## config.mk

```make
export PLATFORM = sky130hd
export DESIGN_NAME = cau_outq
export DESIGN_NICKNAME = d
export VERILOG_FILES = /design/src/hw/rtl/cau_pkg.sv /design/src/hw/rtl/cau_outq.sv
export SDC_FILE = /design/constraint.sdc
export NUM_CORES = 1
export LEC_CHECK = 0
export BUFFER_PORTS_ARGS = -buffer_cell sky130_fd_sc_hd__clkbuf_2
export CAP_MARGIN = 20
export CORE_ASPECT_RATIO = 0.8
export CORE_UTILIZATION = 60
export DETAILED_ROUTE_END_ITERATION = 12
export PLACE_DENSITY = 0.84
export RECOVER_POWER = 100
export SYNTH_ARGS = -nofsm -noshare
export SYNTH_HDL_FRONTEND = slang
export SYNTH_SLANG_ARGS = --single-unit
```

## constraint.sdc

```tcl
create_clock -name clk -period 5.7 [get_ports clk]
set_input_delay 1.14 -clock clk [delete_from_list [all_inputs] [get_ports clk]]
set_output_delay 1.14 -clock clk [all_outputs]
set_load 0.005 [all_outputs]
```

## src/hw/rtl/cau_pkg.sv

```systemverilog
// ----------------------------------------------------------------------------
// cau_pkg
// shared types, widths and codes of the complex arithmetic unit
// ----------------------------------------------------------------------------
`default_nettype none

package cau_pkg;

    localparam int WORD_WIDTH = 16;
    localparam int FRAC_BITS  = 8;

    // product and sum magnitudes
    localparam int MAG_W = 2 * WORD_WIDTH;
    // quotient carries one extra fraction bit for rounding
    localparam int QUO_W = WORD_WIDTH + 1;
    // divider partial remainder
    localparam int REM_W = 3 * WORD_WIDTH + FRAC_BITS + 1;

    localparam int FQ_DEPTH = 4;
    localparam int FQ_AW    = $clog2(FQ_DEPTH);
    localparam int OQ_DEPTH = 32;
    localparam int OQ_AW    = $clog2(OQ_DEPTH);

    localparam logic [1:0] CMD_ADD = 2'd0;
    localparam logic [1:0] CMD_MUL = 2'd1;
    localparam logic [1:0] CMD_DIV = 2'd2;
    localparam logic [1:0] CMD_MOD = 2'd3;

    localparam logic [1:0] ST_OK       = 2'd0;
    localparam logic [1:0] ST_DIV_ZERO = 2'd1;
    localparam logic [1:0] ST_SAT      = 2'd2;

    typedef logic signed [WORD_WIDTH-1:0] word_t;

    typedef struct packed {
        logic [1:0] command;
        word_t      a_re;
        word_t      a_im;
        word_t      b_re;
        word_t      b_im;
    } in_item_t;

    typedef struct packed {
        word_t      res_re;
        word_t      res_im;
        logic [1:0] status;
    } out_item_t;

    // classified operation handed from front to back
    typedef struct packed {
        in_item_t item;
        logic     b_zero;
    } op_t;

    // back to result queue
    typedef struct packed {
        logic issue;
        logic valid;
    } res_ctrl_t;

    // clamp a sign-magnitude value to the word range, flag in the top bit
    function automatic logic [WORD_WIDTH:0] saturate(input logic neg,
                                                     input logic [MAG_W-1:0] mag);
        logic [MAG_W-1:0]      maxp;
        logic [MAG_W-1:0]      maxn;
        logic [WORD_WIDTH-1:0] w;
        logic                  f;
        maxp = {{(MAG_W-WORD_WIDTH+1){1'b0}}, {(WORD_WIDTH-1){1'b1}}};
        maxn = {{(MAG_W-WORD_WIDTH){1'b0}}, 1'b1, {(WORD_WIDTH-1){1'b0}}};
        if (!neg) begin
            f = (mag > maxp);
            w = f ? maxp[WORD_WIDTH-1:0] : mag[WORD_WIDTH-1:0];
        end
        else begin
            f = (mag > maxn);
            w = f ? maxn[WORD_WIDTH-1:0] : (~mag[WORD_WIDTH-1:0] + 1'b1);
        end
        return {f, w};
    endfunction

endpackage

`default_nettype wire

```

## src/hw/rtl/cau_outq.sv

```systemverilog
// ----------------------------------------------------------------------------
// cau_outq
// result queue with slot reservation for items still in the pipeline
// ----------------------------------------------------------------------------
`default_nettype none

module cau_outq (
    input  wire logic              clk,
    input  wire logic              rst_n,
    input  wire cau_pkg::res_ctrl_t ctrl,
    input  wire cau_pkg::out_item_t wr_item,
    output logic                   space,
    input  wire logic              pop,
    output logic                   empty,
    output cau_pkg::out_item_t     result
);

    cau_pkg::out_item_t           mem [cau_pkg::OQ_DEPTH];
    logic [cau_pkg::OQ_AW-1:0]    wr_ptr_reg, wr_ptr_next;
    logic [cau_pkg::OQ_AW-1:0]    rd_ptr_reg, rd_ptr_next;
    logic [cau_pkg::OQ_AW:0]      count_reg, count_next;
    logic [cau_pkg::OQ_AW:0]      resv_reg, resv_next;
    logic                         do_rd;

    assign empty  = (count_reg == '0);
    assign do_rd  = pop && !empty;
    assign result = mem[rd_ptr_reg];
    // slots held by stored results plus items in flight
    assign space  = (resv_reg != (cau_pkg::OQ_AW+1)'(cau_pkg::OQ_DEPTH));

    always_comb
    begin
        wr_ptr_next = ctrl.valid ? wr_ptr_reg + 1'b1 : wr_ptr_reg;
        rd_ptr_next = do_rd ? rd_ptr_reg + 1'b1 : rd_ptr_reg;
        count_next  = count_reg + (cau_pkg::OQ_AW+1)'(ctrl.valid)
                                - (cau_pkg::OQ_AW+1)'(do_rd);
        resv_next   = resv_reg + (cau_pkg::OQ_AW+1)'(ctrl.issue)
                               - (cau_pkg::OQ_AW+1)'(do_rd);
    end

    always_ff @(posedge clk or negedge rst_n)
    begin
        if (!rst_n)
        begin
            wr_ptr_reg <= '0;
            rd_ptr_reg <= '0;
            count_reg  <= '0;
            resv_reg   <= '0;
        end
        else
        begin
            wr_ptr_reg <= wr_ptr_next;
            rd_ptr_reg <= rd_ptr_next;
            count_reg  <= count_next;
            resv_reg   <= resv_next;
        end
    end

    always_ff @(posedge clk)
    begin
        if (ctrl.valid)
        begin
            mem[wr_ptr_reg] <= wr_item;
        end
    end

endmodule

`default_nettype wire

```

* Yosys cells after proc, flatten, opt, wreduce, memory -nomap -nowiden *
Memory sizes are Yosys's and may differ from the RTL's.
Index checks and enable logic that the tools add are counted.

cells by class
  add/subtract/negate cells = 6
  eq/ne operators = 1
  multiplexer cells = 2
  reductions and logical operators = 3

operators by type and width
  operator               count
  $add A6 B1 Y6          2
  $sub A6 B1 Y6          2
  $add A5 B1 Y5 const B  2
  $logic_not A6 Y1       1
  $ne A6 B6 Y1 const B   1
  $mux W1                2
  $logic_and A1 B1 Y1    1
  $logic_not A1 Y1       1

storage, ports and cells
  register bits = 22
  RAM bits = 1088
  input port bits = 39
  output and inout bits = 36
  logic and storage cells = 17
  memories = 1

memory list
  memory  words  bits a word  read ports  clocked after Yosys merged registers in  write ports  line            RTL
  mem     32     34           1           0                                        1            cau_outq.sv:18  cau_pkg::out_item_t mem [cau_pkg::OQ_DEPTH];

* Longest topological paths before layout *
Gate-level depths: netlist of the first run.

  word-level depth = 4
  depth in mapped cells = 14
  depth with buffers taken out = 13

* Least setup slack after synthesis of the first run *
Ideal clock, no wire load.

  path kind = input to register
  start = input ctrl[0] (netlist name)
  end = memory mem[31][0] (netlist name) (enable)
  library setup time = 0.425 ns
  arrival = 3.136 ns
  data required time = 5.275 ns
  path slack = 2.138 ns
  cell stages on the path = 4
  path buffers = 2
  path through = clkbuf_1 > nand2_1 > clkbuf_1 > nor2_1

on the way
  cells in the longest elaborated chain, start to end = 2

ends and longest elaborated chain
  element                        line            RTL
  start, declared                cau_outq.sv:10  input wire cau_pkg::res_ctrl_t ctrl,
  $mux W1                        cau_outq.sv:61  if (ctrl.valid)
  $mux W1 (implied by the code)  cau_outq.sv:63  mem[wr_ptr_reg] <= wr_item;
  end, declared                  cau_outq.sv:18

Every way passes these cells.

* Worst setup path in the final report of the first run *
  start = input ctrl[0] (netlist name)
  end = memory mem[24][18] (netlist name) (enable)

Same word-level chain as after synthesis.

==> results of run 1 <==
==> critical path: cells and delay by family <==
kind	cells	cell delay, ps
simple gates	2	2280
buf+inv	2	2010
==> where the power goes <==
group / total (µW) / leakage, µW / internal, µW / switching (µW)
Combinational: 6480 / 0.00343 / 2760 / 3720
Clock: 6970 / 0.00164 / 3990 / 2980
Sequential: 9990 / 0.0101 / 9560 / 434
==> Yosys cell counts (30+ instances only) <==
cell type,instances
sky130_fd_sc_hd__edfxtp_1,1088
sky130_fd_sc_hd__mux4_2,204
sky130_fd_sc_hd__mux2i_1,136
sky130_fd_sc_hd__a211oi_1,67
sky130_fd_sc_hd__clkbuf_1,45
sky130_fd_sc_hd__a21oi_1,38
sky130_fd_sc_hd__nor2_1,38
sky130_fd_sc_hd__a22o_1,34
sky130_fd_sc_hd__o221ai_1,34
sky130_fd_sc_hd__a22oi_1,33
sky130_fd_sc_hd__o22ai_1,33
sky130_fd_sc_hd__buf_2,30
==> final cells by class <==
class | instances | area (µm²)
antenna | 3 | 7.51
multi-input combinational | 702 | 8610
clock buffer | 117 | 2630
sequential | 1110 | 33200
clock inverter | 66 | 762
timing repair buffer | 144 | 792
fill | 4151 | 22200
inverter | 25 | 93.8
tap | 924 | 1160
==> through the flow <==
stage	power, µW	utilization
after floorplan	14400	-
after global placement	16300	0.638
after detailed placement	16600	0.638
after CTS	23600	0.686
after global routing	24100	0.680
final	23400	0.680
==> layer usage <==
metal  part of all wire  wire length, µm  vias to the layer above
met5           0.000086                9                        -
met4              0.050             5260                        2
met3               0.12            12300                      339
met2               0.48            50400                     1682
met1               0.35            36500                    11200
li1                   -                -                     8508
==> worst max path at each step <==
| stage | slack [ps] | endpoint |
|---|---|---|
| global placement | 1530 | result[33] |
| finish | 490 | mem[24][18]$_DFFE_PP_ |
| CTS | 780 | result[7] |
| floorplan | 2140 | mem[31][0]$_DFFE_PP_ |
| global route | 350 | result[7] |
| detailed placement | 1500 | result[33] |
==> cell families (layout without fill, tap and decap cells) <==
family          Yosys count  count (layout)  share of synthesized area
flops                  1110            1110                      0.781
other cells               0               3                          0
simple gates             73              73                    0.00841
mux                     341             341                      0.140
xor+xnor                 13              13                    0.00268
fa+ha+maj                23              23                    0.00712
buf+inv                 137             352                     0.0173
compound gates          252             252                     0.0432
==> flow_summary.html, run 1 <==
<table>
<tr><th>Metric</th><th>Value</th></tr>
<tr><th colspan="2">Global route</th></tr>
<tr><td>Met2 routing resource usage after global routing</td><td>0.481</td></tr>
<tr><td>Global-route usage over all layers</td><td>0.297</td></tr>
<tr><td>Remaining Overflow, GRT</td><td>0</td></tr>
<tr><td>First-pass GRT wire length</td><td>150 mm</td></tr>
<tr><td>Met3 GRT Util</td><td>0.0573</td></tr>
<tr><td>Met1 GRT Util</td><td>0.395</td></tr>
<tr><td>Via count of the first global-routing pass</td><td>22,300</td></tr>
<tr><td>Largest net degree at the start of global routing</td><td>152</td></tr>
<tr><td>Number of antenna violations at the first check in global routing</td><td>4</td></tr>
<tr><td>Busiest layer in global routing</td><td>met2</td></tr>
<tr><th colspan="2">STA</th></tr>
<tr><td>Worst clock skew on the final layout</td><td>31.3 ps</td></tr>
<tr><td>Worst hold margin</td><td>555 ps</td></tr>
<tr><td>Unrepaired setup endpoints after global routing</td><td>false</td></tr>
<tr><td>Post-route setup TNS</td><td>0 ps</td></tr>
<tr><td>Share of the clock period used by the worst path</td><td>0.915</td></tr>
<tr><td>Final slew viol count</td><td>992</td></tr>
<tr><td>Maximum clock rate</td><td>192 MHz</td></tr>
<tr><td>Relative slew slack</td><td>-1.26</td></tr>
<tr><td>Worst-margin pin slew</td><td>3380 ps</td></tr>
<tr><td>Final Hold Fails</td><td>0</td></tr>
<tr><td>Min cycle time layout</td><td>5210 ps</td></tr>
<tr><td>Endpoints failing setup</td><td>0</td></tr>
<tr><td>Final worst setup slack</td><td>485 ps</td></tr>
<tr><th colspan="2">Placed design</th></tr>
<tr><td>I/O Buffers</td><td>74</td></tr>
<tr><td>Cell Area, Placed</td><td>0.0443 mm²</td></tr>
<tr><td>Pre-CTS setup slack</td><td>1500 ps</td></tr>
<tr><td>Cell Count Post-Placement</td><td>2,903</td></tr>
<tr><td>Global placer's final weighted congestion</td><td>0.776</td></tr>
<tr><td>Placed wire-length estimate after detailed placement</td><td>53.5 mm</td></tr>
<tr><th colspan="2">Run status</th></tr>
<tr><td>Run status</td><td>finished, violations left</td></tr>
<tr><td>Violations in the final reports</td><td>capacitance limit, slew limit</td></tr>
<tr><th colspan="2">Finish</th></tr>
<tr><td>Final instance area</td><td>0.0473 mm²</td></tr>
<tr><td>Synthesis-to-finish area growth</td><td>11.2%</td></tr>
<tr><td>Layout Nets</td><td>2,145</td></tr>
<tr><td>Commonest cells after routing, fill and taps aside</td><td>sky130_fd_sc_hd__edfxtp_1 (1,088), sky130_fd_sc_hd__mux4_2 (204), sky130_fd_sc_hd__mux2i_1 (136)</td></tr>
<tr><td>Most common library cell in the layout ignoring fill and taps</td><td>sky130_fd_sc_hd__edfxtp_1</td></tr>
<tr><td>Final cell count without fillers</td><td>3,091</td></tr>
<tr><td>Max FFs per register</td><td>1,088</td></tr>
<tr><td>Fraction of final layout cells with drive strength greater than 1</td><td>0.194</td></tr>
<tr><th colspan="2">Routing</th></tr>
<tr><td>Drt first-iter violations</td><td>3,191</td></tr>
<tr><td>Drt pass-1 iters</td><td>5</td></tr>
<tr><td>Number of nets still failing antenna checks after routing</td><td>0</td></tr>
<tr><td>Number of vias per cell</td><td>7.02</td></tr>
<tr><td>Total length of routed wires</td><td>105 mm</td></tr>
<tr><td>DRC errors left</td><td>0</td></tr>
<tr><td>Total via count in the routed design</td><td>21,700</td></tr>
<tr><td>Post-detailed-route wirelength per cell</td><td>33.8 µm</td></tr>
<tr><th colspan="2">Min path</th></tr>
<tr><td>Capture endpoint of the worst hold path</td><td>wr_ptr_reg[0]$_DFFE_PN0P_</td></tr>
<tr><td>Hold path start</td><td>wr_ptr_reg[0]$_DFFE_PN0P_</td></tr>
<tr><td>Class of the worst hold path</td><td>flip-flop to flip-flop</td></tr>
<tr><td>Depth of the worst hold-timing path</td><td>1</td></tr>
<tr><th colspan="2">Logic synthesis</th></tr>
<tr><td>Library cells used by synthesis</td><td>44</td></tr>
<tr><td>Most area-hungry cell type in the Yosys netlist</td><td>sky130_fd_sc_hd__edfxtp_1</td></tr>
<tr><td>Number of nets produced by synthesis</td><td>2,011</td></tr>
<tr><td>Number of synthesized register bits</td><td>1,110</td></tr>
<tr><td>Main synth FF type</td><td>sky130_fd_sc_hd__edfxtp_1</td></tr>
<tr><td>Post-synthesis async set-or-reset flop share</td><td>0.0198</td></tr>
<tr><td>Biggest area contributors in the synthesized netlist</td><td>sky130_fd_sc_hd__edfxtp_1 (77%), sky130_fd_sc_hd__mux4_2 (11%), sky130_fd_sc_hd__mux2i_1 (3.2%)</td></tr>
<tr><td>Number of enable flip-flop cells after synthesis</td><td>1,088</td></tr>
<tr><td>Area of the mapped netlist</td><td>0.0425 mm²</td></tr>
<tr><td>Part of the Yosys area used for sequential elements</td><td>0.781</td></tr>
<tr><td>Top cell type's share of synthesized area</td><td>0.768</td></tr>
<tr><td>Synthesis warning total</td><td>0</td></tr>
<tr><td>Per-instance average area after synthesis</td><td>21.8 µm²</td></tr>
<tr><td>Number of standard cells after synthesis</td><td>1,949</td></tr>
<tr><th colspan="2">Clock tree</th></tr>
<tr><td>Number of H-tree levels</td><td>3</td></tr>
<tr><td>Clock tree from TritonCTS</td><td>yes</td></tr>
<tr><td>Worst-Skew Late Latency</td><td>670 ps</td></tr>
<tr><td>Clock-pin transition on the worst setup and hold timing paths</td><td>60 ps</td></tr>
<tr><td>Hold buffer count at CTS</td><td>0</td></tr>
<tr><td>Clk Tree Root Cell</td><td>sky130_fd_sc_hd__clkbuf_16</td></tr>
<tr><td>Count of buffers added by post-CTS timing repair for setup</td><td>0</td></tr>
<tr><td>Number of CTS-inserted buffers</td><td>100</td></tr>
<tr><td>Clock tree sinks</td><td>1,110</td></tr>
<tr><td>Clock Path Buffers</td><td>3</td></tr>
<tr><td>Count of instances resized after the clock tree is built</td><td>0</td></tr>
<tr><th colspan="2">Power and ir drop</th></tr>
<tr><td>Worst vdd ir</td><td>0.520 mV</td></tr>
<tr><td>Areal power density over the cells</td><td>496 mW/mm²</td></tr>
<tr><td>Leak pwr</td><td>0.0151 µW</td></tr>
<tr><th colspan="2">Die</th></tr>
<tr><td>I/O pin count</td><td>75</td></tr>
<tr><td>Cell row count</td><td>86</td></tr>
<tr><td>Width of the die</td><td>300 µm</td></tr>
<tr><td>Die Footprint</td><td>0.0720 mm²</td></tr>
<tr><td>Die Y</td><td>240 µm</td></tr>
<tr><td>Core ar.</td><td>0.0695 mm²</td></tr>
<tr><td>Initial core utilization</td><td>0.612</td></tr>
<tr><th colspan="2">Worst setup path</th></tr>
<tr><td>Category of the worst setup path launch point</td><td>primary input</td></tr>
<tr><td>Critical Path End Type</td><td>flip-flop</td></tr>
<tr><td>R2R Path End</td><td>mem[24][18]$_DFFE_PP_</td></tr>
<tr><td>Data required, critical path</td><td>5930 ps</td></tr>
<tr><td>Master of the slowest instance on the critical path</td><td>sky130_fd_sc_hd__nor2_1</td></tr>
<tr><td>Crit-path cells</td><td>clkbuf_1 -&gt; nand2_1 -&gt; nor2_1 -&gt; clkbuf_1</td></tr>
<tr><td>Critical path launch point</td><td>ctrl[0]</td></tr>
<tr><td>Worst R2R Setup Slack</td><td>710 ps</td></tr>
<tr><td>Arr. time, crit path</td><td>5450 ps</td></tr>
<tr><td>Number of cell instances on the worst register-to-register path</td><td>5</td></tr>
<tr><td>CP peak stage delay</td><td>1950 ps</td></tr>
<tr><td>Highest fanout seen on the critical path</td><td>20</td></tr>
<tr><td>Critical path class</td><td>primary input to flip-flop</td></tr>
<tr><td>Worst path most repeated cell</td><td>sky130_fd_sc_hd__clkbuf_1</td></tr>
<tr><td>Startpoint of the worst-slack reg-to-reg timing path</td><td>wr_ptr_reg[0]$_DFFE_PN0P_</td></tr>
<tr><th colspan="2">Run</th></tr>
<tr><td>MaxCap Viol Count</td><td>53</td></tr>
</table>
(Power assumes the default switching activity.)
==> run 2: changes to the inputs <==
CORE_MARGIN = 10   (was default)
CTS_BUF_LIST = sky130_fd_sc_hd__clkbuf_2   (was default)
==> run 2 against run 1 <==
  * The run still ends with capacitance limit, slew limit left
  * Largest cell class unchanged
  * Total power fell by 9.4%
  * Critical endpoint is now result[9]
  * Highest routed layer unchanged
  * Global-route usage decreased by 4.8 points
  * Cell count increased by 8.5%
==> flow_summary.html, run 2 (synthesis gave the netlist of run 1 again) <==
<table>
<tr><th>Metric</th><th>Value</th></tr>
<tr><th colspan="2">Run status</th></tr>
<tr><td>Run status</td><td>finished, violations left</td></tr>
<tr><td>Violations in the final reports</td><td>capacitance limit, slew limit</td></tr>
<tr><th colspan="2">Global route</th></tr>
<tr><td>Met3 GRT Util</td><td>0.0700 (+0.0127)</td></tr>
<tr><td>Number of antenna violations at the first check in global routing</td><td>9 (+5)</td></tr>
<tr><td>Busiest layer in global routing</td><td>met2</td></tr>
<tr><td>First-pass GRT wire length</td><td>150 mm (-0.21%)</td></tr>
<tr><td>Via count of the first global-routing pass</td><td>22,700 (+1.5%)</td></tr>
<tr><td>Met2 routing resource usage after global routing</td><td>0.401 (-0.0795)</td></tr>
<tr><td>Global-route usage over all layers</td><td>0.249 (-0.0476)</td></tr>
<tr><td>Remaining Overflow, GRT</td><td>0 (unchanged)</td></tr>
<tr><td>Largest net degree at the start of global routing</td><td>155 (+2.0%)</td></tr>
<tr><td>Met1 GRT Util</td><td>0.322 (-0.0726)</td></tr>
<tr><th colspan="2">Clock tree</th></tr>
<tr><td>Number of CTS-inserted buffers</td><td>236 (+140%)</td></tr>
<tr><td>Number of H-tree levels</td><td>4 (+1)</td></tr>
<tr><td>Clock Path Buffers</td><td>3 (unchanged)</td></tr>
<tr><td>Clk Tree Root Cell</td><td>sky130_fd_sc_hd__clkbuf_2</td></tr>
<tr><td>Worst-Skew Late Latency</td><td>1530 ps (+860 ps)</td></tr>
<tr><td>Clock-pin transition on the worst setup and hold timing paths</td><td>110 ps (+50 ps)</td></tr>
<tr><td>Clock tree from TritonCTS</td><td>yes</td></tr>
<tr><td>Clock tree sinks</td><td>1,110 (unchanged)</td></tr>
<tr><th colspan="2">Routing</th></tr>
<tr><td>Drt pass-1 iters</td><td>5 (unchanged)</td></tr>
<tr><td>Drt first-iter violations</td><td>3,472 (+8.8%)</td></tr>
<tr><td>DRC errors left</td><td>0 (unchanged)</td></tr>
<tr><td>Number of nets still failing antenna checks after routing</td><td>0 (unchanged)</td></tr>
<tr><td>Total length of routed wires</td><td>104 mm (-0.67%)</td></tr>
<tr><td>Total via count in the routed design</td><td>22,100 (+1.7%)</td></tr>
<tr><td>Number of vias per cell</td><td>6.57 (-6.3%)</td></tr>
<tr><td>Post-detailed-route wirelength per cell</td><td>30.9 µm (-8.5%)</td></tr>
<tr><th colspan="2">STA</th></tr>
<tr><td>Post-route setup TNS</td><td>0 ps (unchanged)</td></tr>
<tr><td>Relative slew slack</td><td>-1.19 (+0.0695)</td></tr>
<tr><td>Final Hold Fails</td><td>0 (unchanged)</td></tr>
<tr><td>Maximum clock rate</td><td>180 MHz (-6.3%)</td></tr>
<tr><td>Min cycle time layout</td><td>5570 ps (+352 ps)</td></tr>
<tr><td>Endpoints failing setup</td><td>0 (unchanged)</td></tr>
<tr><td>Unrepaired setup endpoints after global routing</td><td>false</td></tr>
<tr><td>Final slew viol count</td><td>883 (-11%)</td></tr>
<tr><td>Final worst setup slack</td><td>133 ps (-352 ps)</td></tr>
<tr><td>Worst clock skew on the final layout</td><td>120 ps (+88.6 ps)</td></tr>
<tr><td>Worst-margin pin slew</td><td>3280 ps (-104 ps)</td></tr>
<tr><td>Share of the clock period used by the worst path</td><td>0.977 (+0.0617)</td></tr>
<tr><th colspan="2">Worst setup path</th></tr>
<tr><td>Arr. time, crit path</td><td>4430 ps (-1020 ps)</td></tr>
<tr><td>Category of the worst setup path launch point</td><td>flip-flop</td></tr>
<tr><td>Crit-path cells</td><td>nand3_4 -&gt; clkbuf_4 -&gt; o22ai_1 -&gt; a211oi_1 -&gt; a21oi_1 -&gt; clkbuf_1</td></tr>
<tr><td>Data required, critical path</td><td>4560 ps (-1370 ps)</td></tr>
<tr><td>Master of the slowest instance on the critical path</td><td>sky130_fd_sc_hd__dfrtp_1</td></tr>
<tr><td>Critical Path End Type</td><td>primary output</td></tr>
<tr><td>Critical path class</td><td>flip-flop to primary output</td></tr>
<tr><td>CP peak stage delay</td><td>800 ps (-1150 ps)</td></tr>
<tr><td>Highest fanout seen on the critical path</td><td>38 (+90%)</td></tr>
<tr><th colspan="2">Finish</th></tr>
<tr><td>Most common library cell in the layout ignoring fill and taps</td><td>sky130_fd_sc_hd__edfxtp_1</td></tr>
<tr><td>Max FFs per register</td><td>1,088 (unchanged)</td></tr>
<tr><td>Final instance area</td><td>0.0462 mm² (-2.4%)</td></tr>
<tr><td>Fraction of final layout cells with drive strength greater than 1</td><td>0.270 (+0.0765)</td></tr>
<tr><td>Commonest cells after routing, fill and taps aside</td><td>sky130_fd_sc_hd__edfxtp_1 (1,088), sky130_fd_sc_hd__clkbuf_2 (387), sky130_fd_sc_hd__mux4_2 (204)</td></tr>
<tr><td>Final cell count without fillers</td><td>3,355 (+8.5%)</td></tr>
<tr><td>Layout Nets</td><td>2,290 (+6.8%)</td></tr>
<tr><td># fillers</td><td>4,523 (+9.0%)</td></tr>
<tr><td>Synthesis-to-finish area growth</td><td>8.52%</td></tr>
<tr><th colspan="2">Placed design</th></tr>
<tr><td>Cell Count Post-Placement</td><td>2,913 (+0.34%)</td></tr>
<tr><td>Pre-CTS setup slack</td><td>1500 ps (-1.63 ps)</td></tr>
<tr><td>Placed wire-length estimate after detailed placement</td><td>55.4 mm (+3.5%)</td></tr>
<tr><td>I/O Buffers</td><td>74 (unchanged)</td></tr>
<tr><td>Global placer's final weighted congestion</td><td>0.774 (-0.31%)</td></tr>
<tr><td>Cell Area, Placed</td><td>0.0444 mm² (+0.24%)</td></tr>
<tr><th colspan="2">Die</th></tr>
<tr><td>Core ar.</td><td>0.0703 mm² (+1.2%)</td></tr>
<tr><td>I/O pin count</td><td>75 (unchanged)</td></tr>
<tr><td>Die Footprint</td><td>0.0820 mm² (+14%)</td></tr>
<tr><td>Cell row count</td><td>87 (+1.2%)</td></tr>
<tr><td>Initial core utilization</td><td>0.605 (-0.00703)</td></tr>
<tr><td>Width of the die</td><td>318 µm (+6.0%)</td></tr>
<tr><td>Die Y</td><td>258 µm (+7.5%)</td></tr>
<tr><th colspan="2">Min path</th></tr>
<tr><td>Class of the worst hold path</td><td>primary input to flip-flop</td></tr>
<tr><th colspan="2">Power and ir drop</th></tr>
<tr><td>Areal power density over the cells</td><td>460 mW/mm² (-7.2%)</td></tr>
<tr><td>Leak pwr</td><td>0.0152 µW (+0.28%)</td></tr>
<tr><td>Worst vdd ir</td><td>0.343 mV (-34%)</td></tr>
<tr><td>Final Power</td><td>21,200 µW (-9.4%)</td></tr>
<tr><th colspan="2">Run</th></tr>
<tr><td>MaxCap Viol Count</td><td>47 (-11%)</td></tr>
</table>
[run 2: cell types whose count changed in the layout (fill, tap and decap cells not counted), sizes merged]
cell	change
clkbuf	+258
bufinv	-12
clkinv	+4
diode	+4
clkinvlp	-3
dlygate4sd3	+3
buf	-1
inv	+1
[run 2: area by class of cell]
type,instances,area (µm²),area share
Inverter,25,93.8,0.00203
Multi-Input combinational cell,702,8620,0.187
Sequential cell,1110,33200,0.720
Timing Repair Buffer,153,861,0.0186
Clock buffer,368,1840,0.0399
Tap cell,934,1170,0.0253
Clock inverter,56,327,0.00707
Antenna cell,7,17.5,0.000379
[run 2: final timing paths]
check | from | end | slack [ps] | cells past startpoint
max | rd_ptr_reg[3]$_DFFE_PN0P_ | result[9] | 130 | 6
min | pop | rd_ptr_reg[0]$_DFFE_PN0P_ | 150 | 3
max reg2reg | wr_ptr_reg[0]$_DFFE_PN0P_ | mem[22][20]$_DFFE_PP_ | 610 | 5
min reg2reg | wr_ptr_reg[0]$_DFFE_PN0P_ | wr_ptr_reg[0]$_DFFE_PN0P_ | 580 | 1
max in group asynchronous | rst_n | rd_ptr_reg[1]$_DFFE_PN0P_ | 4440 | 2
min in group asynchronous | rst_n | count_reg[3]$_DFF_PN0_ | 370 | 2
[run 2: stage by stage]
stage                     utilization  hold slack [ps]
final                           0.656              154
after global routing            0.656              192
after CTS                       0.663             48.4
after detailed placement        0.632              549
after global placement          0.631              535
after floorplan                     -              511
[run 2: worst max-delay path: cells and delay by family, from the launching register on]
kind | cells | cell delay [ps]
flip-flops | 1 | 800
buffers and inverters | 2 | 710
AO/OA/AOI/OAI | 3 | 670
AND/OR/NAND/NOR | 1 | 730
[run 2: per-layer routing]
layer | routed length (µm) | vias up
met4 | 2460 | 4
met3 | 12900 | 189
met1 | 36900 | 11200
met2 | 51500 | 1645
li1 | - | 8975
met5 | 25 | -
[run 2: where the power goes]
part           total [µW]  switching, µW  internal, µW
registers            9900            353          9540
clock network        4870           3020          1850
logic                6480           3730          2750
total               21200           7100         14100
[run 2: what timing repair did]
action | CTS | global route
setup buffers | 1 | 0
gates resized for setup | 0 | 1
hold endpoints to repair | 27 | 0
hold buffers | 3 | 0
setup endpoints to repair | 9 | 1
