===== config.mk =====
export PLATFORM = sky130hd
export DESIGN_NAME = cau_front
export DESIGN_NICKNAME = d
export VERILOG_FILES = /design/src/hw/rtl/cau_pkg.sv /design/src/hw/rtl/cau_front.sv
export SDC_FILE = /design/constraint.sdc
export NUM_CORES = 1
export LEC_CHECK = 0
export BUFFER_PORTS_ARGS = -buffer_cell sky130_fd_sc_hd__buf_4
export CORE_ASPECT_RATIO = 1.4
export CORE_MARGIN = 1.5
export CORE_UTILIZATION = 25
export CTS_CLUSTER_DIAMETER = 60
export DETAILED_ROUTE_END_ITERATION = 16
export HOLD_SLACK_MARGIN = 0.02
export PLACE_DENSITY = 0.39
export REMOVE_ABC_BUFFERS = 1
export SLEW_MARGIN = 30
export SYNTH_ARGS = -nofsm -noshare
export SYNTH_HDL_FRONTEND = slang
export SYNTH_SLANG_ARGS = --single-unit
export TNS_END_PERCENT = 50

===== constraint.sdc =====
create_clock -name clk -period 3.25 [get_ports clk]
set_input_delay 0.1625 -clock clk [delete_from_list [all_inputs] [get_ports clk]]
set_output_delay 0.1625 -clock clk [all_outputs]
set_load 0.005 [all_outputs]

===== src/hw/rtl/cau_pkg.sv =====
// ----------------------------------------------------------------------------
// cau_pkg
// shared types, widths and codes of the complex arithmetic unit
// ----------------------------------------------------------------------------
`default_nettype none

package cau_pkg;

    localparam int WORD_WIDTH = 16;
    localparam int FRAC_BITS  = 8;

    // product and sum magnitudes
    localparam int MAG_W = 2 * WORD_WIDTH;
    // quotient carries one extra fraction bit for rounding
    localparam int QUO_W = WORD_WIDTH + 1;
    // divider partial remainder
    localparam int REM_W = 3 * WORD_WIDTH + FRAC_BITS + 1;

    localparam int FQ_DEPTH = 4;
    localparam int FQ_AW    = $clog2(FQ_DEPTH);
    localparam int OQ_DEPTH = 32;
    localparam int OQ_AW    = $clog2(OQ_DEPTH);

    localparam logic [1:0] CMD_ADD = 2'd0;
    localparam logic [1:0] CMD_MUL = 2'd1;
    localparam logic [1:0] CMD_DIV = 2'd2;
    localparam logic [1:0] CMD_MOD = 2'd3;

    localparam logic [1:0] ST_OK       = 2'd0;
    localparam logic [1:0] ST_DIV_ZERO = 2'd1;
    localparam logic [1:0] ST_SAT      = 2'd2;

    typedef logic signed [WORD_WIDTH-1:0] word_t;

    typedef struct packed {
        logic [1:0] command;
        word_t      a_re;
        word_t      a_im;
        word_t      b_re;
        word_t      b_im;
    } in_item_t;

    typedef struct packed {
        word_t      res_re;
        word_t      res_im;
        logic [1:0] status;
    } out_item_t;

    // classified operation handed from front to back
    typedef struct packed {
        in_item_t item;
        logic     b_zero;
    } op_t;

    // back to result queue
    typedef struct packed {
        logic issue;
        logic valid;
    } res_ctrl_t;

    // clamp a sign-magnitude value to the word range, flag in the top bit
    function automatic logic [WORD_WIDTH:0] saturate(input logic neg,
                                                     input logic [MAG_W-1:0] mag);
        logic [MAG_W-1:0]      maxp;
        logic [MAG_W-1:0]      maxn;
        logic [WORD_WIDTH-1:0] w;
        logic                  f;
        maxp = {{(MAG_W-WORD_WIDTH+1){1'b0}}, {(WORD_WIDTH-1){1'b1}}};
        maxn = {{(MAG_W-WORD_WIDTH){1'b0}}, 1'b1, {(WORD_WIDTH-1){1'b0}}};
        if (!neg) begin
            f = (mag > maxp);
            w = f ? maxp[WORD_WIDTH-1:0] : mag[WORD_WIDTH-1:0];
        end
        else begin
            f = (mag > maxn);
            w = f ? maxn[WORD_WIDTH-1:0] : (~mag[WORD_WIDTH-1:0] + 1'b1);
        end
        return {f, w};
    endfunction

endpackage

`default_nettype wire


===== src/hw/rtl/cau_front.sv =====
// ----------------------------------------------------------------------------
// cau_front
// accepts operand sets, classifies them and queues them for the back end
// ----------------------------------------------------------------------------
`default_nettype none

module cau_front (
    input  wire logic             clk,
    input  wire logic             rst_n,
    input  wire logic             push,
    output logic                  full,
    input  wire cau_pkg::in_item_t operands,
    input  wire logic             take,
    output logic                  avail,
    output cau_pkg::op_t          op
);

    cau_pkg::op_t                 mem [cau_pkg::FQ_DEPTH];
    logic [cau_pkg::FQ_AW-1:0]    wr_ptr_reg, wr_ptr_next;
    logic [cau_pkg::FQ_AW-1:0]    rd_ptr_reg, rd_ptr_next;
    logic [cau_pkg::FQ_AW:0]      count_reg, count_next;
    logic                         do_wr, do_rd;
    cau_pkg::op_t                 cls;

    assign full  = (count_reg == (cau_pkg::FQ_AW+1)'(cau_pkg::FQ_DEPTH));
    assign avail = (count_reg != '0);
    assign do_wr = push && !full;
    assign do_rd = take && avail;
    assign op    = mem[rd_ptr_reg];

    // divide by zero is known from the operands alone
    always_comb
    begin
        cls.item   = operands;
        cls.b_zero = (operands.b_re == '0) && (operands.b_im == '0);
    end

    always_comb
    begin
        wr_ptr_next = do_wr ? wr_ptr_reg + 1'b1 : wr_ptr_reg;
        rd_ptr_next = do_rd ? rd_ptr_reg + 1'b1 : rd_ptr_reg;
        count_next  = count_reg + (cau_pkg::FQ_AW+1)'(do_wr)
                                - (cau_pkg::FQ_AW+1)'(do_rd);
    end

    always_ff @(posedge clk or negedge rst_n)
    begin
        if (!rst_n)
        begin
            wr_ptr_reg <= '0;
            rd_ptr_reg <= '0;
            count_reg  <= '0;
        end
        else
        begin
            wr_ptr_reg <= wr_ptr_next;
            rd_ptr_reg <= rd_ptr_next;
            count_reg  <= count_next;
        end
    end

    always_ff @(posedge clk)
    begin
        if (do_wr)
        begin
            mem[wr_ptr_reg] <= cls;
        end
    end

endmodule

`default_nettype wire


==> After elaboration in Yosys (flattened, before gate mapping) <==
Memories as Yosys holds them, arrays and structs flattened.
Cells that the tools add are included.
{ "op_classes": {"mux": 2, "n_eq_ne": 1, "add_sub_neg": 4, "n_shift": 0, "order_cmp": 0, "bitwise_logic": 0, "mul": 0, "div_mod_pow": 0, "reduce_logical": 7} }
{ "op_table": {"columns": ["operator", "count"], "rows": [
  ["zero test 16 bit", 2],
  ["adder 2 x 1 -> 2 bit, second input constant", 2],
  ["adder 3 x 1 -> 3 bit", 1],
  ["equality test 3 bit, second input constant", 1],
  ["logical AND 1 bit", 3],
  ["nonzero test 3 bit", 1],
  ["subtractor 3 x 1 -> 3 bit", 1],
  ["2-to-1 mux 1 bit", 2],
  ["zero test 1 bit", 1]
]} }
{ "word_totals": {"romBits": 0, "output_inout_bits": 69, "ff_bits": 7, "memories": 1, "ram_bits": 268, "latch_bits": 0} }
{ "memory_table": {"columns": ["name", "depth", "width", "rd", "rd_ports_with_merged_regs", "wr", "line_no", "source"], "rows": [
  ["mem", 4, 67, 1, 0, 1, "cau_front.sv:18", "cau_pkg::op_t mem [cau_pkg::FQ_DEPTH];"]
]} }

==> Depth between registers and ports, before layout <==
Gate-level depths: netlist (run 1).
{ "logic_depth": {"word_depth": 5, "mapped_depth": 10, "depth_no_buf": 10} }

==> Worst setup path after synthesis (run 1) <==
Ideal clock, no wire load.
{ "synth_timing": {"path_kind": "register to register", "from": "register count_reg[2] in the netlist's numbering", "to": "memory mem[2][0] in the netlist's numbering, enable pin", "stages_incl_launch_ff": 4, "setup_slack_ns": 0.331, "setup_time_ns": 0.432, "t_arrival_ns": 2.486, "path_cell_list": "dfrtp_1 -> nor3b_1 -> nor2b_1 -> and2_1"} }
{ "synth_via": {"elab_chain_len": 5} }
{ "synth_rtl": {"columns": ["element", "line_no", "source"], "rows": [
  ["from (decl)", "cau_front.sv:21", "logic [cau_pkg::FQ_AW:0] count_reg, count_next;"],
  ["from (signal assigned)", "cau_front.sv:58", "count_reg <= count_next;"],
  ["equality test 3 bit", "cau_front.sv:25", "assign full = (count_reg == (cau_pkg::FQ_AW+1)'(cau_pkg::FQ_DEPTH));"],
  ["named net full", "cau_front.sv:11", "output logic full,"],
  ["zero test 1 bit", "cau_front.sv:27", "assign do_wr = push && !full;"],
  ["logical AND 1 bit", "cau_front.sv:27", null],
  ["2-to-1 mux 1 bit", "cau_front.sv:64", "if (do_wr)"],
  ["2-to-1 mux 1 bit (implied by the code)", "cau_front.sv:66", "mem[wr_ptr_reg] <= cls;"],
  ["to (decl)", "cau_front.sv:18", null]
]} }
The timed path passes the listed nets, and every way through them passes these cells.

==> results.md, run 1 <==
* Reg-to-reg slack, setup at 0.81 ns
* Crit end category: output port
* Final core occ at 0.338
* Slew headroom at 0.593
* Worst vdd ir at 0.000402 V
* Hold WC Path Type: input port to flip-flop
* Clk sinks at 275
* Final Hold Fails at 0
* Initial antenna violation count at 2
* Max reg flops at 268
* Top cells by area, synth: edfxtp_1, mux4_2, dfrtp_1, ha_1, nor4_1
* Crit Path Max Fanout at 27
* Clock latency on the worst-skew pair at 0.56 ns
* CP Cell Sequence: buf_4 > mux4_2 > buf_4
* Clk root buf: clkbuf_16
* Post-synth top area share at 0.793
* Clk slew on worst S/H paths at 0.06 ns
* Vias/cell at 4.12
* Placer Congestion at 0.666
* DRC at 0
* Leak at 4.60 nW
* DR iter-0 viols at 171
* ANT nets after route at 0
* Total die area at 41800 µm²
* Ys async rst share at 0.0255
* DP Cell Count at 1066
* Routed length per placed instance at 18.7 µm
* Syn Area/Cell at 25.6 µm²
* Vias in the first global route at 5604
* Max-slew violation count at 0
* Number of flops mapped to enable cells by yosys at 268
* Post-Syn Area at 10200 µm²
* Most common cell after layout, fill and taps aside: edfxtp_1
* Post-Layout Cell Count at 1188
* I/O pin count at 139
* Synth Warn # at 0
* Max_cap viols at 0
* Slew @ Worst Pin at 0.605 ns
* Max stage delay on crit path at 0.81 ns
* Crit path DAT at 2.55 ns
* First-pass GRT wire length at 33300 µm
* R2r worst-path depth at 10
* CTS buffer count at 29
* Die width at 173 µm
* Die Y at 241 µm
* First drt pass iteration count at 4
* Pin count of the biggest net entering global routing at 36
* Dominant cell type by area after synthesis: edfxtp_1
* Worst setup SP type: flip-flop
* Hpwl dp at 13700 µm
* Placeable Area at 40200 µm²
* WP data required at 3.09 ns
* Worst hold slack at 0.0836 ns
* Drt total wl at 22300 µm
* Post-synthesis register bit count at 275
* Layout Nets at 708
* Ant. Diodes at 0
* CTS tree: done
* # fillers at 3787
* RR Endpoint: count_reg[2]$_DFF_PN0_
* Post-CTS Setup Repair Bufs at 0
* Commonest cells after routing, fill and taps aside: edfxtp_1, buf_4, dlygate4sd3_1, mux4_2, clkbuf_16
* Total track usage at 0.107
* Worst Skew at 0.0134 ns
* Power per cell area at 863 nW/µm²
* Levels on crit path at 3
* Number of core rows at 87
* Part of the cycle the worst path needs at 0.833
* Status: finished, final reports clean
* CP dominant cell by count: buf_4
* Port Buffers at 138
* Setup crit end: op[54]
* CP max stage cell: dfrtp_4
* Starting Density at 0.253
* Crit Path Class: flip-flop to output port
* CP top delay family: flip-flops
* Hold_buf cts at 68
* Top_reg_cell synth: edfxtp_1
* Final-report setup violation count at 0
* Max Freq at 0.369 GHz
* Crit path time final at 2.71 ns
* Synth unique cells at 23
* FF-to-FF Start: count_reg[2]$_DFF_PN0_
* Vias at 4899
* RSZ-0062 raised after global routing: false
* Area grow syn2layout at 33.6%
* Worst setup startpoint: rd_ptr_reg[0]$_DFFE_PN0P_
* Sequential share of the synthesized area at 0.810
* Layout cells sized above 1 at 0.413
* Total grt overflow at 0
* Syn Inst Count at 397
* Htree depth at 1
* Cts repair resizes at 0
* Maximum buffer depth of the clock tree at 3
* Buf+Inv Stages, Crit Path at 2
==> final cells by class <==
cell class	instances	area (µm²)	share of cell area
Tap cell	534	668	0.0493
Sequential cell	275	8230	0.607
Clock inverter	20	214	0.0158
Multi-Input combinational cell	100	1790	0.132
Timing Repair Buffer	219	1880	0.138
Clock buffer	34	754	0.0556
Inverter	6	22.5	0.00166
==> per-layer routing <==
metal  part of all wire  track usage
met5            0.00094            0
met4              0.023       0.0387
met3              0.044       0.0202
met2               0.53        0.198
met1               0.40        0.121
==> kinds of logic (layout without fill, tap and decap cells) <==
family          count (synthesis)  count (layout)  synth area share
compound gates                  1               1          0.000863
mux                            68              68             0.150
fa+ha+maj                       7               7           0.00937
buf+inv                        22             279            0.0143
flops                         275             275             0.810
xor+xnor                        5               5           0.00431
simple gates                   19              19            0.0113
==> worst register-to-register path, delay by kind of cell, from the launching register on <==
family	cells	cell delay, ns
simple gates	2	0.59
xor+xnor	2	0.32
fa+ha+maj	3	0.85
flops	1	0.41
buf+inv	3	0.21
==> cells in the mapped netlist (2+ instances only) <==
master	n
edfxtp_1	268
mux4_2	67
nor4_1	8
dfrtp_1	7
buf_2	6
ha_1	6
inv_1	6
and2_1	4
buf_4	4
xnor2_1	4
clkbuf_1	3
buf_12	2
nand4_1	2
==> where the power goes <==
part / internal [W] / leakage [nW] / switching, W
combinational: 0.00184 / 1.59 / 0.00148
clock: 0.00198 / 0.476 / 0.00136
sequential: 0.00469 / 2.54 / 0.000340
total: 0.00852 / 4.60 / 0.00318
==> worst min path at each step <==
stage | depth (start not counted) | to | startpoint
6_report | 4 | rd_ptr_reg[1]$_DFFE_PN0P_ | take
5_1_grt | 4 | rd_ptr_reg[1]$_DFFE_PN0P_ | take
4_1_cts | 4 | rd_ptr_reg[1]$_DFFE_PN0P_ | take
3_5_place_dp | 1 | count_reg[2]$_DFF_PN0_ | rst_n
3_3_place_gp | 1 | count_reg[0]$_DFF_PN0_ | rst_n
2_1_floorplan | 0 | count_reg[0]$_DFF_PN0_ | rst_n
==> metrics by stage <==
step | instance area, µm² | setup WS (ns) | setup TNS [ns] | total power, W
detailed placement | 11900 | 0.774 | 0 | 0.00855
floorplan | 10000 | -0.283 | -18.95 | 0.00680
finish | 13600 | 0.541 | 0 | 0.0117
global placement | 11900 | 0.895 | 0 | 0.00849
global route | 13600 | 0.337 | 0 | 0.0123
CTS | 13600 | 0.384 | 0 | 0.0120
Power figures use the tool's default switching activity.
==> run 2: changes to the inputs <==
--- a/config.mk
+++ b/config.mk
@@ -5,6 +5,7 @@
 export SDC_FILE = /design/constraint.sdc
 export NUM_CORES = 1
 export LEC_CHECK = 0
+export ABC_AREA = 1
 export BUFFER_PORTS_ARGS = -buffer_cell sky130_fd_sc_hd__buf_4
 export CORE_ASPECT_RATIO = 1.4
 export CORE_MARGIN = 1.5
==> constraint.sdc (replaced) <==
create_clock -name clk -period 2.5 [get_ports clk]
set_input_delay 0.125 -clock clk [delete_from_list [all_inputs] [get_ports clk]]
set_output_delay 0.125 -clock clk [all_outputs]
set_load 0.005 [all_outputs]
==> run 2 against run 1 <==
Against the previous run: combinational power up 65%; power up 38%; area after synthesis up 3.4%; via count up 33%; synthesized cell count up 83%; clock skew down 0.0028 ns; clock power up 26%; routed wire length up 17%; flip-flop and latch count unchanged; worst hold slack better by 0.23 ns; critical path type unchanged; critical endpoint is now op[16]; largest power group unchanged.
==> results.md, run 2 <==
* Status: finished, final reports clean (unchanged)
* Clk slew on worst S/H paths at 0.06 ns (about the same)
* Dpl ws at 0.382 ns (was 0.774 ns)
* # fillers at 4120 (was 3787)
* Dominant cell type by area after synthesis: edfxtp_1 (unchanged)
* WP data required at 2.38 ns (was 3.09 ns)
* Total track usage at 0.121 (was 0.107)
* Top_reg_cell synth: edfxtp_1 (unchanged)
* Final-report setup violation count at 0 (unchanged)
* Drt total wl at 26100 µm (was 22300 µm)
* Placer Congestion at 0.679 (was 0.666)
* Hpwl dp at 15100 µm (was 13700 µm)
* Area grow syn2layout at 31.9% (was 33.6%)
* Combinational group share of total power at 0.341 (was 0.284)
* Worst setup SP type: flip-flop (unchanged)
* Clock share of power at 0.261 (was 0.286)
* Most frequent cell after synthesis: edfxtp_1 (unchanged)
* Hold WC Path Type: input port to flip-flop (unchanged)
* Max Freq at 0.438 GHz
* Post-synthesis register bit count at 275 (unchanged)
* Power Internal at 0.0108 W (was 0.00852 W)
* Commonest cells after routing, fill and taps aside: edfxtp_1, nor2_1, buf_4, o21ai_0, dlygate4sd3_1 (was edfxtp_1, buf_4, dlygate4sd3_1, mux4_2, clkbuf_16)
* Sequential share of the synthesized area at 0.783 (was 0.810)
* Htree depth at 1 (unchanged)
* ANT nets after route at 0 (unchanged)
* Crit path DAT at 2.16 ns (was 2.55 ns)
* Syn Area/Cell at 14.5 µm² (was 25.6 µm²)
* CTS tree: done (unchanged)
* Vias at 6537 (was 4899)
* Ant. Diodes at 0 (unchanged)
* Crit path time final at 2.28 ns
* Vias/cell at 4.35 (was 4.12)
* DP Cell Count at 1380 (was 1066)
* Initial antenna violation count at 2 (unchanged)
* Worst Skew at 0.0106 ns (was 0.0134 ns)
* Max-slew violation count at 0 (unchanged)
* Die width at 176 µm (was 173 µm)
* Layout cells sized above 1 at 0.218 (was 0.413)
* Leak at 4.80 nW (was 4.60 nW)
* DRC at 0 (unchanged)
* CTS buffer count at 30 (was 29)
* First drt pass iteration count at 4 (unchanged)
* Clk root buf: clkbuf_16 (unchanged)
* First-pass GRT wire length at 39900 µm (was 33300 µm)
* Slew @ Worst Pin at 0.527 ns (was 0.605 ns)
* Pin count of the biggest net entering global routing at 55 (was 36)
* Crit Path Max Fanout at 42 (was 27)
* Clock latency on the worst-skew pair at 0.55 ns (was 0.56 ns)
* Maximum buffer depth of the clock tree at 3 (unchanged)
* Die Y at 245 µm (was 241 µm)
* Max reg flops at 268 (unchanged)
* Part of the cycle the worst path needs at 0.912
* Max_cap viols at 0 (unchanged)
* Synth Warn # at 0 (unchanged)
* Slew headroom at 0.649 (was 0.593)
* Ys async rst share at 0.0255 (unchanged)
* Number of flops mapped to enable cells by yosys at 268 (unchanged)
* Final WS setup at 0.219 ns (was 0.541 ns)
* Layout Nets at 1019 (was 708)
* Final Cell Area at 13900 µm² (was 13600 µm²)
* Switch Pwr at 0.00527 W (was 0.00318 W)
* Port Buffers at 138 (unchanged)
* Final core occ at 0.335 (was 0.338)
* Synth unique cells at 21 (was 23)
* Syn Inst Count at 725 (was 397)
* Placeable Area at 41300 µm² (was 40200 µm²)
* Routed length per placed instance at 17.4 µm (was 18.7 µm)
* Top cells by area, synth: edfxtp_1, o21ai_0, nor2_1, o22ai_1, dfrtp_1 (was edfxtp_1, mux4_2, dfrtp_1, ha_1, nor4_1)
* Post-CTS Setup Repair Bufs at 0 (unchanged)
* Total grt overflow at 0 (unchanged)
* RSZ-0062 raised after global routing: false (unchanged)
* DR iter-0 viols at 277 (was 171)
* Vias in the first global route at 6658 (was 5604)
* Most common cell after layout, fill and taps aside: edfxtp_1 (unchanged)
* I/O pin count at 139 (unchanged)
* Starting Density at 0.254 (was 0.253)
* Post-Layout Cell Count at 1503 (was 1188)
* Clk sinks at 275 (unchanged)
* Crit Path Class: flip-flop to output port (unchanged)
* Worst vdd ir at 0.000548 V (was 0.000402 V)
* Top cells by count, synth: edfxtp_1, nor2_1, o21ai_0 (was edfxtp_1, mux4_2, nor4_1)
* Crit end category: output port (unchanged)
* Net Sw Frac at 0.327 (was 0.272)
* Number of core rows at 88 (was 87)
* Post-Syn Area at 10500 µm² (was 10200 µm²)
* Total die area at 43200 µm² (was 41800 µm²)
* Final Hold Fails at 0 (unchanged)
* Power per cell area at 1160 nW/µm² (was 863 nW/µm²)
* Post-synth top area share at 0.767 (was 0.793)
* Seq pwr share at 0.398 (was 0.430)
* Post-DP Area at 12200 µm² (was 11900 µm²)
-- run 2: changes by cell type after synthesis, moves of 6 or more --
cell | previous run | this run
nor2_1 | 1 | 159
nor4_1 | 8 | 0
mux4_2 | 67 | 0
clkbuf_2 | 0 | 6
o22ai_1 | 0 | 67
o21ai_0 | 0 | 130
nand2_1 | 1 | 15
buf_2 | 6 | 12
buf_6 | 1 | 14
inv_1 | 6 | 14
-- run 2: final cells by class --
cell class | count | area, µm² | area share
well taps | 540 | 676 | 0.0488
inverters | 16 | 65.1 | 0.00470
clock buffers | 35 | 791 | 0.0571
flip-flops and latches | 275 | 8230 | 0.594
repair buffers | 228 | 2020 | 0.146
multi-input cells | 391 | 1930 | 0.139
clock inverters | 18 | 141 | 0.0102
-- run 2: worst paths after layout --
check	startpoint	end	slack [ns]	cells after the start
max	rd_ptr_reg[0]$_DFFE_PN0P_	op[16]	0.22	5
min	operands[46]	mem[0][47]$_DFFE_PP_	0.31	2
max in group asynchronous	rst_n	rd_ptr_reg[1]$_DFFE_PN0P_	1.66	3
min reg2reg	count_reg[0]$_DFF_PN0_	count_reg[0]$_DFF_PN0_	0.51	1
min in group asynchronous	rst_n	count_reg[0]$_DFF_PN0_	0.55	3
max reg2reg	count_reg[1]$_DFF_PN0_	count_reg[2]$_DFF_PN0_	0.36	11
-- run 2: routing by layer --
layer | GRT usage | up-vias | wire, µm
met5 | 0 | - | 20
met4 | 0.0380 | 4 | 631
met3 | 0.0195 | 44 | 999
met2 | 0.210 | 108 | 12900
met1 | 0.154 | 3250 | 11600
li1 | - | 3131 | -
-- run 2: cell families (layout without fill, tap and decap cells) --
kind of cell	count (synthesis)	after routing	share of synthesized area
AND/OR/NAND/NOR	177	177	0.0636
XOR/XNOR	5	5	0.00417
adder cells (fa/ha/maj)	7	7	0.00906
AO/OA/AOI/OAI	202	202	0.104
buffers and inverters	59	297	0.0355
flip-flops	275	275	0.783
-- run 2: power groups by stage --
stage          logic [W]  clock network [W]  registers [W]
5_1_grt          0.00613            0.00452        0.00650
4_1_cts          0.00571            0.00437        0.00641
3_5_place_dp     0.00560                  0        0.00651
6_report         0.00548            0.00421        0.00641
3_3_place_gp     0.00561                  0        0.00650
2_1_floorplan    0.00225                  0        0.00668
-- run 2: critical path, cell delays in order (launching register included) --
cell and delay (ns):
dfrtp_4 0.61, inv_6 0.22, buf_12 0.23, o21ai_0 0.12, o22ai_1 0.21, buf_4 0.16
-- run 2: stage by stage --
step | TNS (ns) | total power (W) | hold WS, ns
6_report | 0 | 0.0161 | 0.313
5_1_grt | 0 | 0.0171 | 0.301
4_1_cts | 0 | 0.0165 | 0.282
3_5_place_dp | 0 | 0.0121 | -0.0524
3_3_place_gp | 0 | 0.0121 | -0.0525
2_1_floorplan | -463.48 | 0.00893 | -0.171
-- run 2: repair_timing --
item                                    4_1_cts  5_1_grt
gates resized for setup                       0        2
endpoints found under the hold margin       274        0
endpoints found under the setup margin        0       18
hold buffers                                 70        0
==> run 3: changes to the inputs <==
--- a/config.mk
+++ b/config.mk
@@ -9,11 +9,11 @@
 export BUFFER_PORTS_ARGS = -buffer_cell sky130_fd_sc_hd__buf_4
 export CORE_ASPECT_RATIO = 1.4
 export CORE_MARGIN = 1.5
-export CORE_UTILIZATION = 25
+export CORE_UTILIZATION = 35
 export CTS_CLUSTER_DIAMETER = 60
 export DETAILED_ROUTE_END_ITERATION = 16
 export HOLD_SLACK_MARGIN = 0.02
-export PLACE_DENSITY = 0.39
+export PLACE_DENSITY = 0.51
 export REMOVE_ABC_BUFFERS = 1
 export SLEW_MARGIN = 30
 export SYNTH_ARGS = -nofsm -noshare
==> run 3 against run 2 <==
Against the previous run: die area is 28% lower; via count is 1.0% lower; worst hold slack better by 0.025 ns; core utilization is 13 points higher; fmax is 2.2% lower; cell count is 11% lower; flip-flop and latch count stayed put; largest power group unchanged.
==> results.md, run 3 (synthesized netlist as in run 2, its figures left out) <==
* Max reg flops at 268 (unchanged)
* Worst Skew at 0.00658 ns (was 0.0106 ns)
* Vias at 6469 (was 6537)
* Final Hold Fails at 0 (unchanged)
* Placer Congestion at 0.693 (was 0.679)
* Total grt overflow at 0 (unchanged)
* Ant. Diodes at 0 (unchanged)
* Max-slew violation count at 0 (unchanged)
* Power per cell area at 1150 nW/µm² (was 1160 nW/µm²)
* First drt pass iteration count at 4 (unchanged)
* Total Power at 0.0156 W (was 0.0161 W)
* Port Buffers at 138 (unchanged)
* Crit end category: output port (unchanged)
* Commonest cells after routing, fill and taps aside: edfxtp_1, nor2_1, buf_4, o21ai_0, dlygate4sd3_1 (unchanged)
* Layout cells sized above 1 at 0.212 (was 0.218)
* RSZ-0062 raised after global routing: false (unchanged)
* Post-DP Area at 12000 µm² (was 12200 µm²)
* Status: finished, final reports clean (unchanged)
* Final setup TNS at 0 ns (unchanged)
* Initial antenna violation count at 0 (was 2)
* Clk slew on worst S/H paths at 0.06 ns (about the same)
* Maximum buffer depth of the clock tree at 3 (unchanged)
* Crit path time final at 2.33 ns (was 2.28 ns)
* Total track usage at 0.158 (was 0.121)
* Crit Path Class: flip-flop to output port (unchanged)
* Post-CTS Setup Repair Bufs at 0 (unchanged)
* ANT nets after route at 0 (unchanged)
* Pin count of the biggest net entering global routing at 71 (was 55)
* Hpwl dp at 13400 µm (was 15100 µm)
* Total die area at 31100 µm² (was 43200 µm²)
* Most common cell after layout, fill and taps aside: edfxtp_1 (unchanged)
* Clk sinks at 275 (unchanged)
* Starting Density at 0.358 (was 0.254)
* Vias in the first global route at 6581 (was 6658)
* Part of the cycle the worst path needs at 0.933 (was 0.912)
* CP max stage cell: dfrtp_2 (was dfrtp_4)
* Worst vdd ir at 0.000636 V (was 0.000548 V)
* Max_cap viols at 0 (unchanged)
* Routed length per placed instance at 17.9 µm (was 17.4 µm)
* DRC at 0 (unchanged)
* Crit path DAT at 2.21 ns (was 2.16 ns)
* Die width at 149 µm (was 176 µm)
* Max Freq at 0.429 GHz (was 0.438 GHz)
* Clk root buf: clkbuf_16 (unchanged)
* Drt total wl at 24000 µm (was 26100 µm)
* Dpl ws at 0.365 ns (was 0.382 ns)
* Die Y at 208 µm (was 245 µm)
* Slew @ Worst Pin at 0.511 ns (was 0.527 ns)
* CTS buffer count at 27 (was 30)
* CP Cell Sequence: inv_2 > buf_4 > o21ai_0 > o22ai_1 > buf_4 (was inv_6 > buf_12 > o21ai_0 > o22ai_1 > buf_4)
* Clock latency on the worst-skew pair at 0.53 ns (was 0.55 ns)
* First-pass GRT wire length at 37500 µm (was 39900 µm)
* I/O pin count at 139 (unchanged)
* WP data required at 2.38 ns (about the same)
* Final-report setup violation count at 0 (unchanged)
* Number of core rows at 74 (was 88)
* Htree depth at 1 (unchanged)
* DR iter-0 viols at 347 (was 277)
* CTS tree: done (unchanged)
* Vias/cell at 4.83 (was 4.35)
* Crit Path Max Fanout at 32 (was 42)
* Leak at 4.73 nW (was 4.80 nW)
* CP dominant cell by count: buf_4
* Max stage delay on crit path at 0.60 ns (was 0.61 ns)
* Final Cell Area at 13500 µm² (was 13900 µm²)
* Slew headroom at 0.660 (was 0.649)
* Placeable Area at 29400 µm² (was 41300 µm²)
* Layout Nets at 1015 (was 1019)
* Final core occ at 0.461 (was 0.335)
* Area grow syn2layout at 28.9% (was 31.9%)
* Final WS setup at 0.167 ns (was 0.219 ns)
* Worst setup SP type: flip-flop (unchanged)
* Hold WC Path Type: input port to flip-flop (unchanged)
run 3: final timing paths:
path                                        endpoint  slack (ns)  cells after the start                 startpoint
min                             mem[1][54]$_DFFE_PP_        0.34                      2               operands[53]
max in group asynchronous  rd_ptr_reg[0]$_DFFE_PN0P_        1.56                      3                      rst_n
max                                           op[53]        0.17                      5  rd_ptr_reg[1]$_DFFE_PN0P_
min in group asynchronous  wr_ptr_reg[1]$_DFFE_PN0P_        0.60                      3                      rst_n
min reg2reg                   count_reg[0]$_DFF_PN0_        0.51                      1     count_reg[0]$_DFF_PN0_
max reg2reg                   count_reg[2]$_DFF_PN0_        0.39                     11     count_reg[1]$_DFF_PN0_
run 3: area by class of cell:
cell class / count / area (µm²)
Clock inverter: 11 / 80.1
Timing Repair Buffer: 227 / 2000
Sequential cell: 275 / 8230
Clock buffer: 38 / 747
Tap cell: 380 / 475
Fill cell: 2658 / 15800
Multi-Input combinational cell: 391 / 1930
Inverter: 16 / 72.6
run 3: per-stage QoR:
| stage | hold slack (ns) | instances |
|---|---|---|
| 3_3_place_gp | -0.0482 | 1219 |
| 3_5_place_dp | -0.0448 | 1219 |
| 6_report | 0.338 | 1338 |
| 4_1_cts | 0.310 | 1338 |
| 5_1_grt | 0.318 | 1338 |
| 2_1_floorplan | -0.171 | 682 |
run 3: worst max-delay path: cells and delay by family, from the launching register on:
| family | cells | cell delay (ns) |
|---|---|---|
| flip-flops | 1 | 0.60 |
| buffers and inverters | 3 | 0.67 |
| AO/OA/AOI/OAI | 2 | 0.37 |
run 3: report_power, final:
group	internal, W	switching [W]
sequential	0.00608	0.000335
clock	0.00218	0.00164
combinational	0.00224	0.00310
total	0.0105	0.00508
run 3: metal layers:
layer  GRT usage  wire length, µm  up-vias
met5           0                0        -
met4      0.0481              437        0
met3      0.0226              920       20
met2       0.277            12500      130
met1       0.199            10100     3199
li1            -                -     3120
run 3: what timing repair did:
item / CTS / global route
resized for setup: 0 / 4
endpoints found under the hold margin: 274 / 0
setup endpoints to repair: 0 / 22
hold buffers: 70 / 0
